$ cat src/rtl/mpbs_pkg.sv
package mpbs_pkg;

   localparam int NumPatterns   = 4;
   localparam int MaxPatternLen = 8;
   localparam int OffsetBits    = 48;
   localparam int LenBits       = 4;
   localparam int IdxBits       = 2;
   localparam int FillBits      = 4;
   localparam int PatternBits   = 64;
   localparam int CsrIndexBits  = 3;
   localparam int CsrDataBits   = 64;
   localparam int ReqDataBits   = 8;
   localparam int RspDataBits   = 56;
   localparam int RspPadBits    = RspDataBits - OffsetBits - IdxBits;
   localparam int QueueDepth    = 4;
   localparam int QPtrBits      = 2;
   localparam int QCountBits    = 3;

   typedef enum logic [CsrIndexBits-1:0] {
      CSR_PATTERN_A = 3'd0,
      CSR_PATTERN_B = 3'd1,
      CSR_PATTERN_C = 3'd2,
      CSR_PATTERN_D = 3'd3,
      CSR_LENGTH_A  = 3'd4,
      CSR_LENGTH_B  = 3'd5,
      CSR_LENGTH_C  = 3'd6,
      CSR_LENGTH_D  = 3'd7
   } csr_index_type;

   typedef struct packed {
      logic [NumPatterns-1:0][PatternBits-1:0] pattern;
      logic [NumPatterns-1:0][LenBits-1:0]     length;
   } csr_type;

   // One queue entry: the patterns that hit on a byte and that byte's offset.
   typedef struct packed {
      logic [NumPatterns-1:0] hits;
      logic [OffsetBits-1:0]  here;
   } qent_type;

   // Lengths above the longest supported pattern count as the longest.
   function automatic logic [LenBits-1:0] clamp_len(input logic [LenBits-1:0] len);
      logic [LenBits-1:0] res;
      res = (len > LenBits'(MaxPatternLen)) ? LenBits'(MaxPatternLen) : len;
      return res;
   endfunction

endpackage

$ cat src/rtl/mpbs_front.sv
module mpbs_front (
   input  logic                                clock,
   input  logic                                reset,
   input  logic                                req_tvalid,
   output logic                                req_tready,
   input  logic [mpbs_pkg::ReqDataBits-1:0]    req_tdata,
   input  logic [0:0]                          req_tuser,
   input  mpbs_pkg::csr_type                   csr,
   input  logic                                q_full,
   output logic                                push_valid,
   output mpbs_pkg::qent_type                  push_entry
);

   logic [mpbs_pkg::MaxPatternLen-1:0][7:0]               hist_ff, hist_in, hist_base;
   logic [mpbs_pkg::OffsetBits-1:0]                       count_ff, count_in, count_base;
   logic [mpbs_pkg::NumPatterns-1:0][mpbs_pkg::LenBits-1:0] skip_ff, skip_in, skip_base;
   logic [mpbs_pkg::FillBits-1:0]                         fill_ff, fill_in, fill_base;
   logic [mpbs_pkg::NumPatterns-1:0]                      hit;
   logic                                                  accept;

   assign req_tready = !q_full;
   assign accept     = req_tvalid && req_tready;

   always_comb begin
      logic [mpbs_pkg::LenBits-1:0] len;
      logic [mpbs_pkg::LenBits-1:0] pos;
      logic                         match;
      logic [mpbs_pkg::MaxPatternLen-1:0][7:0] hist_new;
      logic [mpbs_pkg::FillBits-1:0] fill_new;

      // A restart clears the history before the incoming byte is taken.
      hist_base  = req_tuser[0] ? '0 : hist_ff;
      count_base = req_tuser[0] ? '0 : count_ff;
      skip_base  = req_tuser[0] ? '0 : skip_ff;
      fill_base  = req_tuser[0] ? '0 : fill_ff;

      hist_new[0] = req_tdata[7:0];
      for (int i = 1; i < mpbs_pkg::MaxPatternLen; i++) begin
         hist_new[i] = hist_base[i-1];
      end
      fill_new = (fill_base < mpbs_pkg::FillBits'(mpbs_pkg::MaxPatternLen)) ?
                 fill_base + 1'b1 : fill_base;

      for (int p = 0; p < mpbs_pkg::NumPatterns; p++) begin
         len   = mpbs_pkg::clamp_len(csr.length[p]);
         match = 1'b1;
         for (int k = 0; k < mpbs_pkg::MaxPatternLen; k++) begin
            pos = len - 1'b1 - mpbs_pkg::LenBits'(k);
            if (mpbs_pkg::LenBits'(k) < len &&
                hist_new[pos[2:0]] != csr.pattern[p][8*k +: 8]) begin
               match = 1'b0;
            end
         end
         hit[p] = (len != '0) && (skip_base[p] == '0) && (fill_new >= len) && match;
         if (len == '0) begin
            skip_in[p] = skip_base[p];
         end else if (skip_base[p] != '0) begin
            skip_in[p] = skip_base[p] - 1'b1;
         end else if (hit[p]) begin
            skip_in[p] = len - 1'b1;
         end else begin
            skip_in[p] = skip_base[p];
         end
      end

      hist_in  = hist_new;
      fill_in  = fill_new;
      count_in = count_base + 1'b1;
   end

   assign push_valid      = accept && (hit != '0);
   assign push_entry.hits = hit;
   assign push_entry.here = count_base;

   always_ff @(posedge clock) begin
      if (reset) begin
         hist_ff  <= '0;
         count_ff <= '0;
         skip_ff  <= '0;
         fill_ff  <= '0;
      end else if (accept) begin
         hist_ff  <= hist_in;
         count_ff <= count_in;
         skip_ff  <= skip_in;
         fill_ff  <= fill_in;
      end
   end

endmodule

$ cat src/rtl/mpbs_queue.sv
module mpbs_queue (
   input  logic                clock,
   input  logic                reset,
   input  logic                push_valid,
   input  mpbs_pkg::qent_type  push_entry,
   output logic                q_full,
   output logic                q_valid,
   output mpbs_pkg::qent_type  q_entry,
   input  logic                pop
);

   mpbs_pkg::qent_type                  mem_ff [mpbs_pkg::QueueDepth];
   logic [mpbs_pkg::QPtrBits-1:0]       wr_ptr_ff, wr_ptr_in;
   logic [mpbs_pkg::QPtrBits-1:0]       rd_ptr_ff, rd_ptr_in;
   logic [mpbs_pkg::QCountBits-1:0]     count_ff, count_in;
   logic                                do_push, do_pop;

   assign q_full  = (count_ff == mpbs_pkg::QCountBits'(mpbs_pkg::QueueDepth));
   assign q_valid = (count_ff != '0);
   assign q_entry = mem_ff[rd_ptr_ff];
   assign do_push = push_valid && !q_full;
   assign do_pop  = pop && q_valid;

   always_comb begin
      wr_ptr_in = do_push ? wr_ptr_ff + 1'b1 : wr_ptr_ff;
      rd_ptr_in = do_pop  ? rd_ptr_ff + 1'b1 : rd_ptr_ff;
      count_in  = count_ff;
      if (do_push && !do_pop) begin
         count_in = count_ff + 1'b1;
      end else if (do_pop && !do_push) begin
         count_in = count_ff - 1'b1;
      end
   end

   always_ff @(posedge clock) begin
      if (do_push) begin
         mem_ff[wr_ptr_ff] <= push_entry;
      end
   end

   always_ff @(posedge clock) begin
      if (reset) begin
         wr_ptr_ff <= '0;
         rd_ptr_ff <= '0;
         count_ff  <= '0;
      end else begin
         wr_ptr_ff <= wr_ptr_in;
         rd_ptr_ff <= rd_ptr_in;
         count_ff  <= count_in;
      end
   end

endmodule

$ cat src/rtl/mpbs_back.sv
module mpbs_back (
   input  logic                               clock,
   input  logic                               reset,
   input  mpbs_pkg::csr_type                  csr,
   input  logic                               q_valid,
   input  mpbs_pkg::qent_type                 q_entry,
   output logic                               pop,
   output logic                               rsp_tvalid,
   input  logic                               rsp_tready,
   output logic [mpbs_pkg::RspDataBits-1:0]   rsp_tdata,
   output logic                               rsp_tlast
);

   logic                                   cur_valid_ff, cur_valid_in;
   logic [mpbs_pkg::NumPatterns-1:0]       cur_mask_ff, cur_mask_in;
   logic [mpbs_pkg::OffsetBits-1:0]        cur_here_ff, cur_here_in;
   logic                                   out_valid_ff, out_valid_in;
   logic [mpbs_pkg::IdxBits-1:0]           out_idx_ff, out_idx_in;
   logic [mpbs_pkg::OffsetBits-1:0]        out_offset_ff, out_offset_in;
   logic                                   out_last_ff, out_last_in;
   logic [mpbs_pkg::IdxBits-1:0]           sel;
   logic [mpbs_pkg::NumPatterns-1:0]       remaining;
   logic                                   last;
   logic                                   can_emit;
   logic [mpbs_pkg::LenBits-1:0]           sel_len;

   // Lowest pending pattern first, so hits leave in ascending order.
   always_comb begin
      sel = '0;
      for (int p = mpbs_pkg::NumPatterns - 1; p >= 0; p--) begin
         if (cur_mask_ff[p]) begin
            sel = mpbs_pkg::IdxBits'(p);
         end
      end
   end

   always_comb begin
      remaining      = cur_mask_ff;
      remaining[sel] = 1'b0;
   end

   assign last     = (remaining == '0);
   assign can_emit = cur_valid_ff && (!out_valid_ff || rsp_tready);
   assign pop      = q_valid && (!cur_valid_ff || (can_emit && last));
   assign sel_len  = mpbs_pkg::clamp_len(csr.length[sel]);

   always_comb begin
      cur_valid_in  = cur_valid_ff;
      cur_mask_in   = cur_mask_ff;
      cur_here_in   = cur_here_ff;
      out_valid_in  = out_valid_ff;
      out_idx_in    = out_idx_ff;
      out_offset_in = out_offset_ff;
      out_last_in   = out_last_ff;

      if (pop) begin
         cur_valid_in = 1'b1;
         cur_mask_in  = q_entry.hits;
         cur_here_in  = q_entry.here;
      end else if (can_emit) begin
         cur_valid_in = !last;
         cur_mask_in  = remaining;
      end

      if (can_emit) begin
         out_valid_in  = 1'b1;
         out_idx_in    = sel;
         // The match starts length-1 bytes before the byte that completed it.
         out_offset_in = cur_here_ff - mpbs_pkg::OffsetBits'(sel_len - 1'b1);
         out_last_in   = last;
      end else if (rsp_tready) begin
         out_valid_in = 1'b0;
      end
   end

   always_ff @(posedge clock) begin
      if (reset) begin
         cur_valid_ff <= 1'b0;
         out_valid_ff <= 1'b0;
      end else begin
         cur_valid_ff <= cur_valid_in;
         out_valid_ff <= out_valid_in;
      end
   end

   always_ff @(posedge clock) begin
      cur_mask_ff   <= cur_mask_in;
      cur_here_ff   <= cur_here_in;
      out_idx_ff    <= out_idx_in;
      out_offset_ff <= out_offset_in;
      out_last_ff   <= out_last_in;
   end

   assign rsp_tvalid = out_valid_ff;
   assign rsp_tdata  = {{mpbs_pkg::RspPadBits{1'b0}}, out_offset_ff, out_idx_ff};
   assign rsp_tlast  = out_last_ff;

endmodule

$ cat src/rtl/multi_pattern_byte_search_unit.sv
// Multi-pattern byte search. The unit scans a byte stream against up to four
// byte patterns of up to eight bytes each and reports, for every pattern on
// its own, each leftmost non-overlapping occurrence as one response carrying
// the pattern number and the stream offset of the first byte of the match.
// Hits caused by one byte come out in ascending pattern order, and the last of
// them has tlast set. A pattern of length zero is disabled; a restart flag on
// a request clears the history, the skip counters and the offset, and that
// byte gets offset zero. Offsets wrap at 48 bits. The front end takes one
// byte per clock cycle and evaluates all patterns in that cycle; bytes that
// hit are passed through a four-entry queue to the back end, which issues one
// response per cycle into a registered output stage unless that stage holds
// a response the receiver refuses, and requests stall only while the queue
// is full. A hit passes the queue, the current entry register and the output
// stage on its way to the response port. The user must write pattern and
// length registers through the csr port only while the unit is idle; the
// block does not enforce this, and there is no clearing pass after reset.
module multi_pattern_byte_search_unit (
   input  logic                                   clock,
   input  logic                                   reset,
   // Request channel.
   input  logic                                   req_tvalid,
   output logic                                   req_tready,
   input  logic [mpbs_pkg::ReqDataBits-1:0]       req_tdata,   // [7:0] data_byte
   input  logic [0:0]                             req_tuser,   // [0] restart
   // Response channel.
   output logic                                   rsp_tvalid,
   input  logic                                   rsp_tready,
   // [1:0] pattern_index, [49:2] match_offset, [55:50] zero
   output logic [mpbs_pkg::RspDataBits-1:0]       rsp_tdata,
   output logic                                   rsp_tlast,
   // Register write port.
   input  logic                                   csr_we,
   input  logic [mpbs_pkg::CsrIndexBits-1:0]      csr_index,
   input  logic [mpbs_pkg::CsrDataBits-1:0]       csr_wdata
);

   mpbs_pkg::csr_type   csr_ff, csr_in;
   logic                push_valid;
   mpbs_pkg::qent_type  push_entry;
   logic                q_full;
   logic                q_valid;
   mpbs_pkg::qent_type  q_entry;
   logic                pop;

   // Register file: each write replaces one pattern or one length. Lengths
   // keep only their four low bits.
   always_comb begin
      csr_in = csr_ff;
      if (csr_we) begin
         case (mpbs_pkg::csr_index_type'(csr_index))
            mpbs_pkg::CSR_PATTERN_A: begin
               csr_in.pattern[0] = csr_wdata;
            end
            mpbs_pkg::CSR_PATTERN_B: begin
               csr_in.pattern[1] = csr_wdata;
            end
            mpbs_pkg::CSR_PATTERN_C: begin
               csr_in.pattern[2] = csr_wdata;
            end
            mpbs_pkg::CSR_PATTERN_D: begin
               csr_in.pattern[3] = csr_wdata;
            end
            mpbs_pkg::CSR_LENGTH_A: begin
               csr_in.length[0] = csr_wdata[mpbs_pkg::LenBits-1:0];
            end
            mpbs_pkg::CSR_LENGTH_B: begin
               csr_in.length[1] = csr_wdata[mpbs_pkg::LenBits-1:0];
            end
            mpbs_pkg::CSR_LENGTH_C: begin
               csr_in.length[2] = csr_wdata[mpbs_pkg::LenBits-1:0];
            end
            mpbs_pkg::CSR_LENGTH_D: begin
               csr_in.length[3] = csr_wdata[mpbs_pkg::LenBits-1:0];
            end
            default: begin
               csr_in = csr_ff;
            end
         endcase
      end
   end

   always_ff @(posedge clock) begin
      if (reset) begin
         csr_ff <= '0;
      end else begin
         csr_ff <= csr_in;
      end
   end

   // Front end: history, offset and skip counters; finds the hits of a byte.
   mpbs_front u_front (
      .clock      (clock),
      .reset      (reset),
      .req_tvalid (req_tvalid),
      .req_tready (req_tready),
      .req_tdata  (req_tdata),
      .req_tuser  (req_tuser),
      .csr        (csr_ff),
      .q_full     (q_full),
      .push_valid (push_valid),
      .push_entry (push_entry)
   );

   // Short queue of bytes that hit, so either side can stall on its own.
   mpbs_queue u_queue (
      .clock      (clock),
      .reset      (reset),
      .push_valid (push_valid),
      .push_entry (push_entry),
      .q_full     (q_full),
      .q_valid    (q_valid),
      .q_entry    (q_entry),
      .pop        (pop)
   );

   // Back end: splits a hit set into single responses.
   mpbs_back u_back (
      .clock      (clock),
      .reset      (reset),
      .csr        (csr_ff),
      .q_valid    (q_valid),
      .q_entry    (q_entry),
      .pop        (pop),
      .rsp_tvalid (rsp_tvalid),
      .rsp_tready (rsp_tready),
      .rsp_tdata  (rsp_tdata),
      .rsp_tlast  (rsp_tlast)
   );

endmodule

$ cat config.mk
export PLATFORM = sky130hd
export DESIGN_NAME = multi_pattern_byte_search_unit
export DESIGN_NICKNAME = d
export VERILOG_FILES = /design/src/rtl/mpbs_pkg.sv /design/src/rtl/mpbs_front.sv /design/src/rtl/mpbs_queue.sv /design/src/rtl/mpbs_back.sv /design/src/rtl/multi_pattern_byte_search_unit.sv
export SDC_FILE = /design/constraint.sdc
export NUM_CORES = 2
export LEC_CHECK = 0
export ABC_AREA = 1
export BUFFER_PORTS_ARGS = -buffer_cell sky130_fd_sc_hd__buf_2
export CAP_MARGIN = 20
export CORE_AREA = 10 10 364 366
export DETAILED_ROUTE_END_ITERATION = 7
export DIE_AREA = 0 0 374 376
export HOLD_SLACK_MARGIN = 0.08
export PLACE_DENSITY = 0.59
export SYNTH_ARGS = -nofsm -noshare
export SYNTH_HDL_FRONTEND = slang
export SYNTH_HIERARCHICAL = 1
export SYNTH_SLANG_ARGS = --single-unit
$ cat constraint.sdc
create_clock -name clock -period 9.5 [get_ports clock]
set_clock_uncertainty 0.1 [all_clocks]
set_input_delay 1.425 -clock clock [delete_from_list [all_inputs] [get_ports clock]]
set_output_delay 1.425 -clock clock [all_outputs]
set_load 0.05 [all_outputs]
==> results.md <==
| Result | Value |
|---|---|
| Final cycle utilization of the critical path | 79.5% |
| Root buffer cell | sky130_fd_sc_hd__clkbuf_16 |
| Static Leakage | 24.4 nW |
| Post-synthesis register bit count | 718 |
| Register-to-register setup slack | 1.95 ns |
| Maximum number of pins on one net before global-route repair | 178 |
| Area growth syn-to-layout | 9.14% |
| Avg Inst Size Synth | 6.50 sq um |
| Worst reg2reg path startpoint | csr_ff[7] |
| GR Layer Usage met1 | 35.7% |
| Unrepaired setup endpoints after global routing | no |
| Synth Flop Type | sky130_fd_sc_hd__dfxtp_1 |
| Count of final setup violators | 0 |
| Sequential cell area | 17500 sq um |
| Post-CTS clock slew at the launch and capture registers of the worst setup and hold paths | 0.06 ns |
| Final Net Count | 7751 |
| Iteration count of the initial detailed-routing pass | 7 |
| Layout cell share with drive strength beyond 1 | 7.89% |
| Sequential area share after synthesis | 35.1% |
| Die extent in y | 376 um |
| Slew Limit Headroom | 16.3% |
| Most frequent cells in the layout | sky130_fd_sc_hd__nand2_1, sky130_fd_sc_hd__nand3_1, sky130_fd_sc_hd__nor2_1 |
| Placement row count | 130 |
| Routability-driven placement congestion ratio | 1.03 |
| Count of hold-fix buffers inserted at cts | 0 |
| Clock tree from TritonCTS | yes |
| Die Outline Area | 141000 sq um |
| Placement-stage worst setup slack | 2.12 ns |
| Run status | complete, no violations |
| Number of DRC violations after detailed routing | 0 |
| Multi-input combinational cell area | 28000 sq um |
| Via count of the first global-routing pass | 46600 |
| Max VDD drop | 0.194 mV |
| Most used routing layer in global routing | met2 |
| Number of levels in the clock H-tree | 3 |
| Average via count per standard cell | 5.61 |
| Highest achievable clock rate | 132 MHz |
| Tightest Pin Transition | 1.25 ns |
| Combined global-route utilization of all metal layers | 29.1% |
| Hold Crit Class | flip-flop to flip-flop |
| Clock sink total | 718 |
| Top-level port count | 140 |
| Final core utilization | 43.4% |
| Length in cells of the worst reg-to-reg path | 23 |
| Setup WS post-layout | 1.95 ns |
| Met2 global-route usage | 46.3% |
| Detailed-placement wirelength estimate | 151000 um |
| Count of different cell masters after synthesis | 64 |
| Nature of the critical path endpoint | flip-flop |
| Syn Std Cell Area | 49800 sq um |
| Max-cap violations | 0 |
| Number of buffers inserted during clock tree synthesis | 86 |
| Arr. time, crit path | 7.83 ns |
| Clock period minus final worst setup slack | 7.55 ns |
| Antenna violations before repair | 15 |
| Leftover overflow at the end of global routing | 0 |
| Wire length of the first global-routing pass | 309000 um |
| Largest fanout of any net on the critical path | 36 |
| Placeable core region | 125000 sq um |
| Post-route ant nets | 0 |
| Clock latency reported for the late side of the worst-skew pair | 0.72 ns |
| Required time worst endpoint | 9.78 ns |
| Final hold violations | 0 |
| Crit path launch type | flip-flop |
| Maximum count of clock buffers along a single path | 3 |
| Hold path startpoint | u_front/hist_ff[53] |
| Number of slew-limit violations in the final report | 0 |
| # placed instances | 9154 |
| Number of enable-type register cells in the synthesized netlist | 311 |
| Vias post-DR | 52300 |
| Ratio of total power to cell area | 266 nW/um^2 |
| Hold path depth | 2 |
| Summed negative setup slack over all endpoints | 0 ns |
| Total of buffers placed on input and output ports | 133 |
| Setup Crit Path Kind | flip-flop to flip-flop |
| Starting Density | 39.8% |
| Gate count of the mapped netlist | 7660 |
| Number of standard cells in the layout, taps in and fillers out | 9320 |
| Routed WL | 214000 um |
| Worst hold margin | 0.357 ns |
| Destination of the worst register-to-register timing path | u_queue/mem_ff[0][10] |
| Count of instances resized after the clock tree is built | 0 |
| Wire length per cell | 23.0 um |
| DRT iter0 DRCs | 6426 |
| Synthesis warning total | 6 |
| Proportion of register bits with asynchronous set or reset after synthesis | 0% |
| Post-CTS Setup Repair Bufs | 0 |
| Met3 Resource Use GR | 6.41% |
| Most common cell after layout, fill and taps aside | sky130_fd_sc_hd__nand2_1 |
| Capture endpoint of the worst hold path | u_front/hist_ff[53] |
| Chip width | 374 um |
| Fillcell total | 13200 |
-- report_power, final --
group,switching (W),internal (W)
Sequential,0.000151,0.00382
Combinational,0.00503,0.00202
Clock,0.00146,0.00194
-- final cells by class --
type | count | share of cell area, %
clock buffer | 110 | 4.36
inverter | 651 | 4.53
sequential | 718 | 32.2
antenna | 5 | 0.0230
tap | 1650 | 3.80
multi-input combinational | 5911 | 51.6
timing repair buffer | 225 | 2.57
clock inverter | 50 | 0.908
-- synth_stat cells, drive strengths merged (45+ instances only) --
cell / count / area, sq um
edfxtp: 311 / 9340
nand2: 2365 / 8960
a21oi: 170 / 866
clkbuf: 157 / 589
o22ai: 52 / 563
buf: 228 / 1350
inv: 643 / 2420
nand3b: 129 / 968
xor2: 45 / 541
nand3: 1660 / 8340
o21ai: 245 / 1240
ha: 75 / 938
nor2: 1006 / 4280
dfxtp: 407 / 8150
-- state kept, by name, summed over array words and instances, names as in the netlist, 3 cells and up, named ones only --
signal,count
csr_ff,272
u_front/hist_ff,56
u_queue/mem_ff,208
u_back/cur_here_ff,48
u_back/out_offset_ff,48
u_queue/count_ff,3
u_front/fill_ff,4
u_back/cur_mask_ff,4
u_front/skip_ff,16
u_front/count_ff,48
-- layer usage --
metal | vias to the layer above | part of all wire, %
li1 | 25000 | -
met1 | 24100 | 38
met2 | 2654 | 44
met3 | 625 | 10
met4 | 4 | 7.5
met5 | - | 0.014
-- logic make-up (layout without fill, tap and decap cells) --
family	after synthesis	count (layout)	share of synthesized area (%)
buffers and inverters	1036	1036	8.80
adders and majority gates	77	77	1.97
DFF	718	718	35.1
and+or+nand+nor	5259	5259	46.6
other	1	11	0.00754
AOI/OAI and AO/OA	502	502	5.88
xor gates and xnor gates	67	67	1.58
-- stage by stage --
step | area [sq um] | total power (W)
after detailed placement | 51400 | 0.0110
final | 54300 | 0.0144
after global placement | 51400 | 0.0109
after floorplan | 49800 | 0.00893
after CTS | 54300 | 0.0144
after global routing | 54300 | 0.0154
-- worst max-delay path: stages (launching register included) --
cell and delay [ns]:
sky130_fd_sc_hd__dfxtp_1 0.80, sky130_fd_sc_hd__nor2_2 0.07, sky130_fd_sc_hd__buf_4 0.28, sky130_fd_sc_hd__inv_1 0.10, sky130_fd_sc_hd__buf_4 0.41, sky130_fd_sc_hd__ha_1 0.32
sky130_fd_sc_hd__buf_4 0.26, sky130_fd_sc_hd__inv_2 0.63, sky130_fd_sc_hd__xor2_2 0.77, sky130_fd_sc_hd__nand3_1 0.23, sky130_fd_sc_hd__nand2_1 0.11, sky130_fd_sc_hd__nand2_1 0.05
sky130_fd_sc_hd__nand2_1 0.07, sky130_fd_sc_hd__nand2_1 0.07, sky130_fd_sc_hd__nor2_1 0.10, sky130_fd_sc_hd__nand2_1 0.15, sky130_fd_sc_hd__nand2_1 0.14, sky130_fd_sc_hd__nand2_1 0.09
sky130_fd_sc_hd__nor2_4 0.16, sky130_fd_sc_hd__nand3_2 0.21, sky130_fd_sc_hd__a41oi_1 0.51, sky130_fd_sc_hd__nand2_1 0.37, sky130_fd_sc_hd__nor2_4 0.67, sky130_fd_sc_hd__buf_4 0.40
-- how the worst max path moves through the flow --
stage / start / endpoint
finish: csr_ff[7] / u_queue/mem_ff[0][10]
global route: csr_ff[7] / u_queue/mem_ff[0][4]
CTS: csr_ff[7] / u_queue/mem_ff[0][4]
detailed placement: csr_ff[7] / u_queue/mem_ff[0][5]
global placement: csr_ff[7] / u_queue/mem_ff[0][4]
floorplan: req_tuser / u_queue/mem_ff[0][0]
Note: power is estimated with default switching activity, not from simulation.
